--- config.mk ---
export PLATFORM = sky130hd
export DESIGN_NAME = sha1_stream_hash_unit
export DESIGN_NICKNAME = d
export VERILOG_FILES = /design/src/hw/rtl/sha1s_pkg.sv /design/src/hw/rtl/sha1s_ram.sv /design/src/hw/rtl/sha1s_round.sv /design/src/hw/rtl/sha1_stream_hash_unit.sv
export SDC_FILE = /design/constraint.sdc
export NUM_CORES = 2
export LEC_CHECK = 0
export BUFFER_PORTS_ARGS = -buffer_cell sky130_fd_sc_hd__buf_4
export CAP_MARGIN = 20
export CORE_MARGIN = 2
export CORE_UTILIZATION = 65
export CTS_BUF_LIST = sky130_fd_sc_hd__clkbuf_16
export CTS_CLUSTER_SIZE = 24
export DETAILED_ROUTE_END_ITERATION = 8
export PLACE_DENSITY_LB_ADDON = 0.15
export SLEW_MARGIN = 15
export SYNTH_ARGS = -nofsm -noshare
export SYNTH_HDL_FRONTEND = slang
export SYNTH_HIERARCHICAL = 1
export SYNTH_SLANG_ARGS = --single-unit
--- constraint.sdc ---
create_clock -name clk -period 27.6 [get_ports clk]
set_clock_uncertainty 0.05 [all_clocks]
set_input_delay 4.14 -clock clk [delete_from_list [all_inputs] [get_ports clk]]
set_output_delay 4.14 -clock clk [all_outputs]
set_load 0.02 [all_outputs]
--- src/hw/rtl/sha1s_pkg.sv ---
`default_nettype none

package sha1s_pkg;

    // round constants
    localparam logic [31:0] K_R0 = 32'h5A827999;
    localparam logic [31:0] K_R1 = 32'h6ED9EBA1;
    localparam logic [31:0] K_R2 = 32'h8F1BBCDC;
    localparam logic [31:0] K_R3 = 32'hCA62C1D6;

    // padding marker byte
    localparam logic [7:0] PAD_BYTE = 8'h80;

    localparam int NUM_CHAIN  = 5;
    localparam int NUM_WORDS  = 16;
    localparam int NUM_ROUNDS = 80;

    // sequencer states
    typedef enum logic [2:0] {
        ST_IDLE,
        ST_HLOAD,
        ST_ROUND,
        ST_HADD,
        ST_DIGEST
    } st_t;

    // what follows a compression
    typedef enum logic [1:0] {
        AFT_IDLE,
        AFT_FINISH,
        AFT_LEN,
        AFT_DIGEST
    } aft_t;

    // source of the 16 message words of one compression
    typedef struct packed {
        logic pad_en;   // pad word and zeros after the message bytes
        logic len_en;   // bit length in words 14 and 15
        logic ram_all;  // all words from the block buffer
    } kind_t;

    localparam kind_t KIND_FULL = '{pad_en: 1'b0, len_en: 1'b0, ram_all: 1'b1};
    localparam kind_t KIND_LEN  = '{pad_en: 1'b0, len_en: 1'b1, ram_all: 1'b0};

    // controls from the sequencer to the round datapath
    typedef struct packed {
        logic        load;      // shift a chaining word into e, a drops out
        logic [31:0] shift_in;
        logic        step;      // one compression round
        logic [6:0]  round;
        logic [31:0] wload;     // message word for rounds 0 to 15
    } rnd_ctrl_t;

    // chaining values after restart
    function automatic logic [31:0] sha1s_init_word(input logic [2:0] idx);
        logic [31:0] w;
        unique case (idx)
            3'd0:    w = 32'h67452301;
            3'd1:    w = 32'hEFCDAB89;
            3'd2:    w = 32'h98BADCFE;
            3'd3:    w = 32'h10325476;
            3'd4:    w = 32'hC3D2E1F0;
            default: w = 32'h00000000;
        endcase
        return w;
    endfunction

    // word sources for the block that holds the pad byte at offset p
    function automatic kind_t sha1s_pad_kind(input logic [5:0] p);
        kind_t k;
        k.pad_en  = 1'b1;
        k.len_en  = (p < 6'd56);
        k.ram_all = 1'b0;
        return k;
    endfunction

endpackage

`default_nettype wire

--- src/hw/rtl/sha1s_ram.sv ---
`default_nettype none

module sha1s_ram #(
    parameter int WIDTH = 32,
    parameter int DEPTH = 16
) (
    input  wire logic                                 clk,
    input  wire logic                                 we,
    input  wire logic [(DEPTH > 1 ? $clog2(DEPTH) : 1)-1:0] waddr,
    input  wire logic [WIDTH-1:0]                     wdata,
    input  wire logic                                 re,
    input  wire logic [(DEPTH > 1 ? $clog2(DEPTH) : 1)-1:0] raddr,
    output logic      [WIDTH-1:0]                     rdata
);

    logic [WIDTH-1:0] mem [DEPTH];

    // write port
    always_ff @(posedge clk)
    begin
        if (we)
        begin
            mem[waddr] <= wdata;
        end
    end

    // registered read port, holds its data while re is low
    always_ff @(posedge clk)
    begin
        if (re)
        begin
            rdata <= mem[raddr];
        end
    end

endmodule

`default_nettype wire

--- src/hw/rtl/sha1s_round.sv ---
`default_nettype none

module sha1s_round
    import sha1s_pkg::*;
(
    input  wire logic      clk,
    input  wire rnd_ctrl_t ctrl,
    output logic [31:0]    var_a
);

    logic [31:0] a_reg, b_reg, c_reg, d_reg, e_reg;
    logic [31:0] win_reg [NUM_WORDS];
    logic [31:0] w_cur;
    logic [31:0] w_mix;
    logic [31:0] f_val;
    logic [31:0] k_val;
    logic [31:0] tmp;

    // message schedule from the sliding window of the last 16 words
    always_comb
    begin
        w_mix = win_reg[13] ^ win_reg[8] ^ win_reg[2] ^ win_reg[0];
        w_cur = (ctrl.round < 7'd16) ? ctrl.wload : {w_mix[30:0], w_mix[31]};
    end

    // round function and constant by round group
    always_comb
    begin
        priority if (ctrl.round < 7'd20)
        begin
            f_val = d_reg ^ (b_reg & (c_reg ^ d_reg));
            k_val = K_R0;
        end
        else if (ctrl.round < 7'd40)
        begin
            f_val = b_reg ^ c_reg ^ d_reg;
            k_val = K_R1;
        end
        else if (ctrl.round < 7'd60)
        begin
            f_val = (b_reg & c_reg) | (d_reg & (b_reg | c_reg));
            k_val = K_R2;
        end
        else
        begin
            f_val = b_reg ^ c_reg ^ d_reg;
            k_val = K_R3;
        end
        tmp = {a_reg[26:0], a_reg[31:27]} + f_val + e_reg + k_val + w_cur;
    end

    // working variables: shift load and round update
    always_ff @(posedge clk)
    begin
        if (ctrl.load)
        begin
            a_reg <= b_reg;
            b_reg <= c_reg;
            c_reg <= d_reg;
            d_reg <= e_reg;
            e_reg <= ctrl.shift_in;
        end
        else if (ctrl.step)
        begin
            a_reg <= tmp;
            b_reg <= a_reg;
            c_reg <= {b_reg[1:0], b_reg[31:2]};
            d_reg <= c_reg;
            e_reg <= d_reg;
        end
    end

    // schedule window
    always_ff @(posedge clk)
    begin
        if (ctrl.step)
        begin
            for (int i = 0; i < NUM_WORDS - 1; i++)
            begin
                win_reg[i] <= win_reg[i+1];
            end
            win_reg[NUM_WORDS-1] <= w_cur;
        end
    end

    assign var_a = a_reg;

endmodule

`default_nettype wire

--- src/hw/rtl/sha1_stream_hash_unit.sv ---
// SHA-1 hasher, at most one message byte per input transfer.
// A byte that does not complete a 64-byte block is taken while idle; a completing byte
// starts one compression (loading the chaining words, 80 rounds, read-add-write on the
// chaining memory), and s_tready stays low until that compression is through.
// An end transfer runs one or two padding compressions, then the five digest words
// leave one per cycle while m_tready does not hold them back.
// Reset (rst_n low, asynchronous) restores the initial chaining values and a zero count.
`default_nettype none

module sha1_stream_hash_unit
    import sha1s_pkg::*;
(
    input  wire logic        clk,
    input  wire logic        rst_n,
    input  wire logic        s_tvalid,
    output logic             s_tready,
    input  wire logic [7:0]  s_tdata,   // [7:0] data_byte
    input  wire logic [0:0]  s_tuser,   // [0] byte_present
    input  wire logic        s_tlast,   // end_message
    output logic             m_tvalid,
    input  wire logic        m_tready,
    output logic      [39:0] m_tdata,   // [31:0] digest_word, [34:32] word_index
    output logic             m_tlast    // last_word
);

    st_t         state_reg, state_next;
    aft_t        after_reg, after_next;
    kind_t       kind_reg, kind_next;
    logic [6:0]  cnt_reg, cnt_next;
    logic        fresh_reg, fresh_next;
    logic        pend_reg, pend_next;
    logic [60:0] count_reg, count_next;
    logic [31:0] asm_reg, asm_next;
    logic        fresh_rd_reg;
    logic [2:0]  cidx_rd_reg;
    logic        out_valid_reg;
    logic [31:0] out_word_reg;
    logic [2:0]  out_idx_reg;
    logic        out_last_reg;

    logic        acc;
    logic        byte_in;
    logic [5:0]  pos;
    logic [31:0] new_word;
    logic [31:0] pad_word;
    logic [63:0] bit_len;
    logic [3:0]  tw;
    logic [31:0] wsel;
    logic [6:0]  cnt_m1;
    logic [6:0]  cnt_p1;
    logic        out_free;
    logic        out_load;
    logic [31:0] chain_val;
    logic [31:0] var_a;
    rnd_ctrl_t   rctl;

    logic        b_we, b_re;
    logic [3:0]  b_waddr, b_raddr;
    logic [31:0] b_wdata, b_q;
    logic        c_we, c_re;
    logic [2:0]  c_waddr, c_raddr;
    logic [31:0] c_wdata, c_q;

    // block buffer as 16 big-endian words
    sha1s_ram #(.WIDTH(32), .DEPTH(NUM_WORDS)) u_blk_ram (
        .clk   (clk),
        .we    (b_we),
        .waddr (b_waddr),
        .wdata (b_wdata),
        .re    (b_re),
        .raddr (b_raddr),
        .rdata (b_q)
    );

    // chaining words
    sha1s_ram #(.WIDTH(32), .DEPTH(NUM_CHAIN)) u_chain_ram (
        .clk   (clk),
        .we    (c_we),
        .waddr (c_waddr),
        .wdata (c_wdata),
        .re    (c_re),
        .raddr (c_raddr),
        .rdata (c_q)
    );

    sha1s_round u_round (
        .clk   (clk),
        .ctrl  (rctl),
        .var_a (var_a)
    );

    assign acc      = s_tvalid && s_tready;
    assign byte_in  = s_tuser[0];
    assign pos      = count_reg[5:0];
    assign bit_len  = {count_reg, 3'b000};
    assign tw       = cnt_reg[3:0];
    assign cnt_m1   = cnt_reg - 7'd1;
    assign cnt_p1   = cnt_reg + 7'd1;
    assign out_free = !out_valid_reg || m_tready;
    // chaining word still at its initial value until the first write back
    assign chain_val = fresh_rd_reg ? sha1s_init_word(cidx_rd_reg) : c_q;

    // byte packing into the current word
    always_comb
    begin
        new_word = asm_reg;
        unique case (pos[1:0])
            2'd0: new_word[31:24] = s_tdata;
            2'd1: new_word[23:16] = s_tdata;
            2'd2: new_word[15:8]  = s_tdata;
            2'd3: new_word[7:0]   = s_tdata;
        endcase
    end

    // word that carries the pad byte
    always_comb
    begin
        unique case (pos[1:0])
            2'd0: pad_word = {PAD_BYTE, 24'h000000};
            2'd1: pad_word = {asm_reg[31:24], PAD_BYTE, 16'h0000};
            2'd2: pad_word = {asm_reg[31:16], PAD_BYTE, 8'h00};
            2'd3: pad_word = {asm_reg[31:8], PAD_BYTE};
        endcase
    end

    // message word source for rounds 0 to 15
    always_comb
    begin
        priority if (kind_reg.len_en && tw >= 4'd14)
        begin
            wsel = (tw == 4'd14) ? bit_len[63:32] : bit_len[31:0];
        end
        else if (kind_reg.pad_en && tw == pos[5:2])
        begin
            wsel = pad_word;
        end
        else if (kind_reg.pad_en ? (tw < pos[5:2]) : kind_reg.ram_all)
        begin
            wsel = b_q;
        end
        else
        begin
            wsel = 32'h00000000;
        end
    end

    // sequencer
    always_comb
    begin
        state_next = state_reg;
        after_next = after_reg;
        kind_next  = kind_reg;
        cnt_next   = cnt_reg;
        fresh_next = fresh_reg;
        pend_next  = pend_reg;
        count_next = count_reg;
        asm_next   = asm_reg;
        s_tready   = (state_reg == ST_IDLE);
        out_load   = 1'b0;
        b_we       = 1'b0;
        b_waddr    = pos[5:2];
        b_wdata    = new_word;
        b_re       = 1'b0;
        b_raddr    = 4'd0;
        c_we       = 1'b0;
        c_waddr    = cnt_m1[2:0];
        c_wdata    = chain_val + var_a;
        c_re       = 1'b0;
        c_raddr    = cnt_reg[2:0];
        rctl       = '{load: 1'b0, shift_in: chain_val, step: 1'b0,
                       round: cnt_reg, wload: wsel};

        unique case (state_reg)
            ST_IDLE:
            begin
                if (acc)
                begin
                    // append the byte, a full word goes to the buffer
                    if (byte_in)
                    begin
                        asm_next   = new_word;
                        count_next = count_reg + 61'd1;
                        b_we       = (pos[1:0] == 2'd3);
                    end
                    if (byte_in && pos == 6'd63)
                    begin
                        state_next = ST_HLOAD;
                        cnt_next   = 7'd0;
                        kind_next  = KIND_FULL;
                        after_next = s_tlast ? AFT_FINISH : AFT_IDLE;
                    end
                    else if (s_tlast)
                    begin
                        state_next = ST_HLOAD;
                        cnt_next   = 7'd0;
                        kind_next  = sha1s_pad_kind(count_next[5:0]);
                        after_next = kind_next.len_en ? AFT_DIGEST : AFT_LEN;
                    end
                end
            end

            ST_HLOAD:
            begin
                // chaining words into the working variables
                c_re      = (cnt_reg < 7'd5);
                rctl.load = (cnt_reg != 7'd0);
                if (cnt_reg == 7'd5)
                begin
                    b_re       = 1'b1;
                    b_raddr    = 4'd0;
                    state_next = ST_ROUND;
                    cnt_next   = 7'd0;
                end
                else
                begin
                    cnt_next = cnt_p1;
                end
            end

            ST_ROUND:
            begin
                rctl.step = 1'b1;
                b_re      = (cnt_reg < 7'd15);
                b_raddr   = cnt_p1[3:0];
                if (cnt_reg == 7'(NUM_ROUNDS - 1))
                begin
                    state_next = ST_HADD;
                    cnt_next   = 7'd0;
                end
                else
                begin
                    cnt_next = cnt_p1;
                end
            end

            ST_HADD:
            begin
                // read, add working variable, write back
                c_re      = (cnt_reg < 7'd5);
                c_we      = (cnt_reg != 7'd0);
                rctl.load = (cnt_reg != 7'd0);
                if (cnt_reg == 7'd5)
                begin
                    fresh_next = 1'b0;
                    cnt_next   = 7'd0;
                    unique case (after_reg)
                        AFT_IDLE:
                        begin
                            state_next = ST_IDLE;
                        end
                        AFT_FINISH:
                        begin
                            state_next = ST_HLOAD;
                            kind_next  = sha1s_pad_kind(pos);
                            after_next = kind_next.len_en ? AFT_DIGEST : AFT_LEN;
                        end
                        AFT_LEN:
                        begin
                            state_next = ST_HLOAD;
                            kind_next  = KIND_LEN;
                            after_next = AFT_DIGEST;
                        end
                        AFT_DIGEST:
                        begin
                            state_next = ST_DIGEST;
                            pend_next  = 1'b0;
                        end
                    endcase
                end
                else
                begin
                    cnt_next = cnt_p1;
                end
            end

            ST_DIGEST:
            begin
                // one chaining word per output transfer
                if (!pend_reg)
                begin
                    c_re      = 1'b1;
                    pend_next = 1'b1;
                end
                else if (out_free)
                begin
                    out_load = 1'b1;
                    if (cnt_reg == 7'd4)
                    begin
                        pend_next  = 1'b0;
                        state_next = ST_IDLE;
                        fresh_next = 1'b1;
                        count_next = '0;
                        cnt_next   = 7'd0;
                    end
                    else
                    begin
                        c_re     = 1'b1;
                        c_raddr  = cnt_p1[2:0];
                        cnt_next = cnt_p1;
                    end
                end
            end

            default:
            begin
                state_next = ST_IDLE;
            end
        endcase
    end

    // control registers
    always_ff @(posedge clk or negedge rst_n)
    begin
        if (!rst_n)
        begin
            state_reg     <= ST_IDLE;
            after_reg     <= AFT_IDLE;
            kind_reg      <= KIND_FULL;
            cnt_reg       <= 7'd0;
            fresh_reg     <= 1'b1;
            pend_reg      <= 1'b0;
            count_reg     <= '0;
            fresh_rd_reg  <= 1'b1;
            cidx_rd_reg   <= 3'd0;
            out_valid_reg <= 1'b0;
        end
        else
        begin
            state_reg <= state_next;
            after_reg <= after_next;
            kind_reg  <= kind_next;
            cnt_reg   <= cnt_next;
            fresh_reg <= fresh_next;
            pend_reg  <= pend_next;
            count_reg <= count_next;
            if (c_re)
            begin
                fresh_rd_reg <= fresh_reg;
                cidx_rd_reg  <= c_raddr;
            end
            if (out_load)
            begin
                out_valid_reg <= 1'b1;
            end
            else if (m_tready)
            begin
                out_valid_reg <= 1'b0;
            end
        end
    end

    // payload registers
    always_ff @(posedge clk)
    begin
        asm_reg <= asm_next;
        if (out_load)
        begin
            out_word_reg <= chain_val;
            out_idx_reg  <= cnt_reg[2:0];
            out_last_reg <= (cnt_reg == 7'd4);
        end
    end

    assign m_tvalid = out_valid_reg;
    assign m_tdata  = {5'b00000, out_idx_reg, out_word_reg};
    assign m_tlast  = out_last_reg;

    // round counter stays in range
    assert property (@(posedge clk) disable iff (!rst_n)
        state_reg == ST_ROUND |-> cnt_reg < 7'(NUM_ROUNDS))
        else $error("round counter out of range");

    // never overwrite a result that is still waiting
    assert property (@(posedge clk) disable iff (!rst_n)
        out_load |-> (!out_valid_reg || m_tready))
        else $error("digest word overwritten");

    // the final word carries index four
    assert property (@(posedge clk) disable iff (!rst_n)
        m_tvalid && m_tlast |-> m_tdata[34:32] == 3'd4)
        else $error("last word has wrong index");

    // digest is read only after a write back
    assert property (@(posedge clk) disable iff (!rst_n)
        state_reg == ST_DIGEST |-> !fresh_reg)
        else $error("digest read from initial values");

endmodule

`default_nettype wire

# ---- Word level (Yosys, flattened, before mapping)
# Memory sizes are Yosys's and may differ from the RTL's. A register that Yosys moved wholly into a read port is not among the register bits.
# Index checks and enable logic that the tools add are counted.
dict set report totals {
  register_bits 311
  ramBits 1184
  input_bits 14
  word_cells 223
  mem_count 3
}
# name words word_bits rd rd_ports_with_merged_regs wr line
set memory_table {}
lappend memory_table {u_blk_ram.mem 16 32 1 1 1 sha1s_ram.sv:16} ;# logic [WIDTH-1:0] mem [DEPTH];
lappend memory_table {u_round.win_reg 16 32 16 0 16 sha1s_round.sv:12} ;# logic [31:0] win_reg [NUM_WORDS];
lappend memory_table {u_chain_ram.mem 5 32 1 1 1 sha1s_ram.sv:16}
dict set report classes {
  addsub 8
  magnitude_cmp 10
  n_eq_ne 31
  muxes 110
  n_bitwise 12
  n_reduce_logical 27
}
# op n
set ops {}
lappend ops {{32-bit two-way mux} 21}
lappend ops {{61-bit two-way mux} 7}
lappend ops {{32-bit XOR} 7}
lappend ops {{32-bit adder} 5}
lappend ops {{32-bit case mux with 5 select lines} 1}
lappend ops {{32-bit case mux with 4 select lines} 1}
lappend ops {{61-bit case mux with 2 select lines} 1}
lappend ops {{32-bit AND} 3}
lappend ops {{32-bit OR} 2}
lappend ops {{61-bit by 1-bit adder with 61-bit output, second input constant} 1}
lappend ops {{7-bit two-way mux} 8}
lappend ops {{3-bit two-way mux} 17}
lappend ops {{1-bit two-way mux} 33}
lappend ops {{8-bit two-way mux} 4}
lappend ops {{31-bit two-way mux} 1}
lappend ops {{7-bit case mux with 4 select lines} 1}
lappend ops {{5-bit AND reduction} 4}
lappend ops {{3-bit case mux with 5 select lines} 1}
lappend ops {{7-bit by 3-bit == test with 1-bit output, second input constant} 2}
lappend ops {{7-bit by 5-bit less-than comparator with 1-bit output, second input constant} 2}
lappend ops {{7-bit by 6-bit less-than comparator with 1-bit output, second input constant} 2}
lappend ops {{3-bit by 2-bit == test with 1-bit output, second input constant} 4}
lappend ops {{6-bit less-than comparator, second input constant} 2}
lappend ops {{2-bit inequality test, second input constant} 6}
lappend ops {{34 further kinds} 62}

# ---- Logic depth before layout (Yosys ltp)
dict set report logic_depth {
  depth_word 12
  depth_mapped 27
  depth_no_buf 25
}

# ---- Modules after synthesis
# Netlist, hierarchy kept.
# mod n_inst cells_each area_each_um2 seq_area_each_um2
set by_module_without_submodules {}
lappend by_module_without_submodules {sha1s_round 1 1763 28952.8 20179.4}
lappend by_module_without_submodules {{sha1s_ram (u_blk_ram)} 1 838 20155.6 16335.7}
lappend by_module_without_submodules {sha1_stream_hash_unit 1 1116 10204.8 4122.7}
lappend by_module_without_submodules {{sha1s_ram (u_chain_ram)} 1 383 7219.4 5765.5}

# ---- Worst setup path before layout
# OpenSTA, ideal clock, no wires.
dict set report synth_timing {
  path_kind {register to register}
  startpoint {register state_reg[0]}
  endpoint {register u_round.b_reg[0], enable pin}
  t_arrival_ns 13.550
  required_ns 27.098
  setup_slack_ns 13.548
  stages_incl_launch_ff 6
  cell_sequence {dfrtp_1 > clkbuf_1 > nor2_1 > nand2_1 > inv_1 > or2_2}
}
# item line
set synth_lines {}
lappend synth_lines {{from (decl)} sha1_stream_hash_unit.sv:26} ;# st_t state_reg, state_next;
lappend synth_lines {{from (signal assigned)} sha1_stream_hash_unit.sv:329} ;# state_reg <= state_next;
lappend synth_lines {{to (signal assigned)} sha1s_round.sv:58} ;# b_reg <= c_reg;
lappend synth_lines {{to (signal assigned)} sha1s_round.sv:66} ;# b_reg <= a_reg;
lappend synth_lines {{to (decl)} sha1s_round.sv:11} ;# logic [31:0] a_reg, b_reg, c_reg, d_reg, e_reg;

==> results.txt <==
Grt met3 use -> 0.0481
Endpoints failing hold -> 0
Inserted Clock Buffers -> 154
Slew Viols, Final -> 0
Post-synth ARST share -> 0.0532
Share of cells above drive strength 1 -> 0.158
Clock sink total -> 1,559
Core Region -> 102,000 um^2
Final #Nets -> 4,429
Status -> finished, final reports clean
Resized Gates After CTS -> 0
GR peak layer -> met1
Max-cap violations -> 0
Distinct cell type count after synthesis -> 99
Period utilization -> 0.273
# DRC -> 0
Crit path max fanout -> 16
Largest net degree at the start of global routing -> 205
Avg Cell Area, Syn -> 16.2 um^2
Area Overhead vs Synth -> 10.6%
Yosys warns -> 6
Top_reg_cell synth -> edfxtp_1
Clock root buffer -> clkbuf_16
Std cell rows -> 117
Antenna Nets Post-Route -> 0
Setup Buffers After CTS -> 0
Depth of the CTS H-tree -> 4
Critical path arrival -> 8040 ps
Number of vias per cell -> 6.32
Starting Density -> 0.655
Synthesized flop and latch total -> 1,559
Die height -> 324 um
Gr usage total -> 0.282
First-pass detailed-route iteration total -> 6
Placed Cells -> 5,419
WL per Instance -> 25.3 um
GRT met1 Usage -> 0.445
Setup TNS Final -> 0 ps
Final Setup Violations -> 0
Hold Path Class -> register to register
Diode count -> 0
First-pass GRT wire length -> 217 mm
Vias -> 36,000
Worst Setup End Kind -> register
Iter 0 DRT Violations -> 4,556
Crit Path Class -> register to register
Worst endpoint required time -> 28,110 ps
Dpl hpwl -> 91.5 mm
Mapped Area -> 66,500 um^2
RSZ-0062 raised after global routing -> no
Clock-pin slew on the worst setup and hold paths -> 60 ps
Bufs on Longest Clock Path -> 3
Max Fclk -> 0.133 GHz
Die area -> 105,000 um^2
Gate Count Post-Synth -> 4,100
Final WL -> 144 mm
Fillers -> 6,276
Final GP Congestion -> 0.920
# port buffers -> 51
Vias in the first global route -> 34,800
Hold WS -> 358 ps
Initial antenna violation count -> 8
CTS Hold Bufs -> 0
Tmin final -> 7530 ps
Number of flops mapped to enable cells by yosys -> 1,476
Met2 Use GR -> 0.405
Sequential-to-total area share from yosys stat -> 0.697
Clk Latency, worst-skew pair -> 770 ps
Slew HR -> 0.253
Die W -> 324 um
Grt total ovfl -> 0
Worst Tran Pin Value -> 1120 ps
Finished Layout Cells -> 5,697
CTS tree -> done
I/O Pins -> 57
Worst setup SP type -> register
metal layers:
layer	wire, um	up-vias	share of wire
met4	4230	6	0.029
li1	-	15800	-
met3	12900	267	0.089
met1	63300	18300	0.44
met2	63900	1624	0.44
met5	40	-	0.00028
metrics by stage:
step	setup WS (ps)	util	instance area (um^2)
after floorplan	13550	-	66500
after global placement	19650	0.675	68600
after global routing	19600	0.725	73600
final	20070	0.725	73600
after detailed placement	19600	0.675	68600
after CTS	20220	0.724	73500
area by class of cell:
type,instances,area [um^2],share of cell area
timing repair buffer,112,906,0.0123
multi-input combinational,2080,18500,0.251
clock inverter,117,997,0.0135
clock buffer,158,3950,0.0537
sequential,1559,46400,0.630
inverter,303,1150,0.0156
tap,1368,1710,0.0233
final timing paths:
path                                         from                      to  cells after the start  slack [ps]
max                                  count_reg[3]       u_round/var_a[31]                     25       20070
min                        u_round/win_reg[0][99]  u_round/win_reg[0][67]                      0         360
max reg2reg                          count_reg[3]       u_round/var_a[31]                     25       20070
min reg2reg                u_round/win_reg[0][99]  u_round/win_reg[0][67]                      0         360
max in group asynchronous                   rst_n              cnt_reg[5]                      2       23090
min in group asynchronous                   rst_n           count_reg[16]                      1        3240
logic make-up after synthesis:
family	Yosys count	synth area share
DFF	1559	0.697
xor gates and xnor gates	181	0.0240
other	1	0.0000564
buffers and inverters	465	0.0287
AOI/OAI and AO/OA	662	0.0710
adders and majority gates	205	0.0522
muxes	327	0.0757
and+or+nand+nor	700	0.0508
cells in the mapped netlist, types with 28 or more instances:
library cell	instances	area, um^2
fa_1	121	2420
inv_1	299	1120
ha_1	84	1050
nand3_1	49	245
dfrtp_1	80	2000
mux2_2	129	1450
a21oi_1	84	420
nor2b_1	50	313
a211oi_1	42	315
nor2_1	134	503
a21o_1	33	248
clkbuf_1	98	368
nor3_1	29	145
o21ai_0	148	741
a31oi_1	32	200
mux2i_1	70	701
edfxtp_1	1476	44300
o21a_1	57	428
a22oi_1	64	480
nand2_1	290	1090
mux4_2	128	2880
a221oi_1	40	350
xnor2_1	152	1330
xor2_1	28	245
layout by cell type, fill, tap and decap left out, types with 11 or more instances in the layout:
cell type / n
mux2i_1: 70
ha_1: 84
and2_1: 15
a211oi_1: 42
bufinv_16: 15
clkinv_2: 23
nand4_1: 13
clkbuf_16: 158
a221oi_2: 13
o21ai_0: 147
o211ai_1: 21
xor2_1: 28
a31oi_1: 31
o221ai_1: 12
mux2_2: 129
nor3_1: 23
a221oi_1: 40
and3_1: 24
o31ai_1: 16
nor2_1: 115
clkinv_1: 26
a22oi_1: 64
nor2b_1: 48
nand2b_1: 25
or4_1: 11
mux4_2: 128
a221o_1: 22
xnor2_1: 152
edfxtp_1: 1476
nor3_2: 14
inv_1: 331
nor2_4: 18
nand3_1: 48
a21o_1: 33
a21oi_1: 83
fa_1: 121
nand2_1: 290
buf_4: 107
o21a_1: 57
dfrtp_1: 80
worst max-delay path: stages, from the launching register on:
cell	delay (ps)
dfrtp_1	680
inv_1	160
ha_1	310
and3_1	150
and3_1	410
nand2_1	120
nor2_1	590
a221oi_1	270
a31oi_1	370
nand2_1	100
o21a_1	220
fa_1	510
inv_1	50
fa_1	470
inv_1	50
fa_1	490
inv_1	40
ha_1	370
a21oi_1	300
o21ai_1	120
a311oi_1	330
or2_2	190
a21oi_1	110
o41ai_2	370
mux2i_1	140
a2111oi_2	340
Power is not shown: default switching activity piles up to over one toggle a cycle in this logic, so the estimate is an artifact.
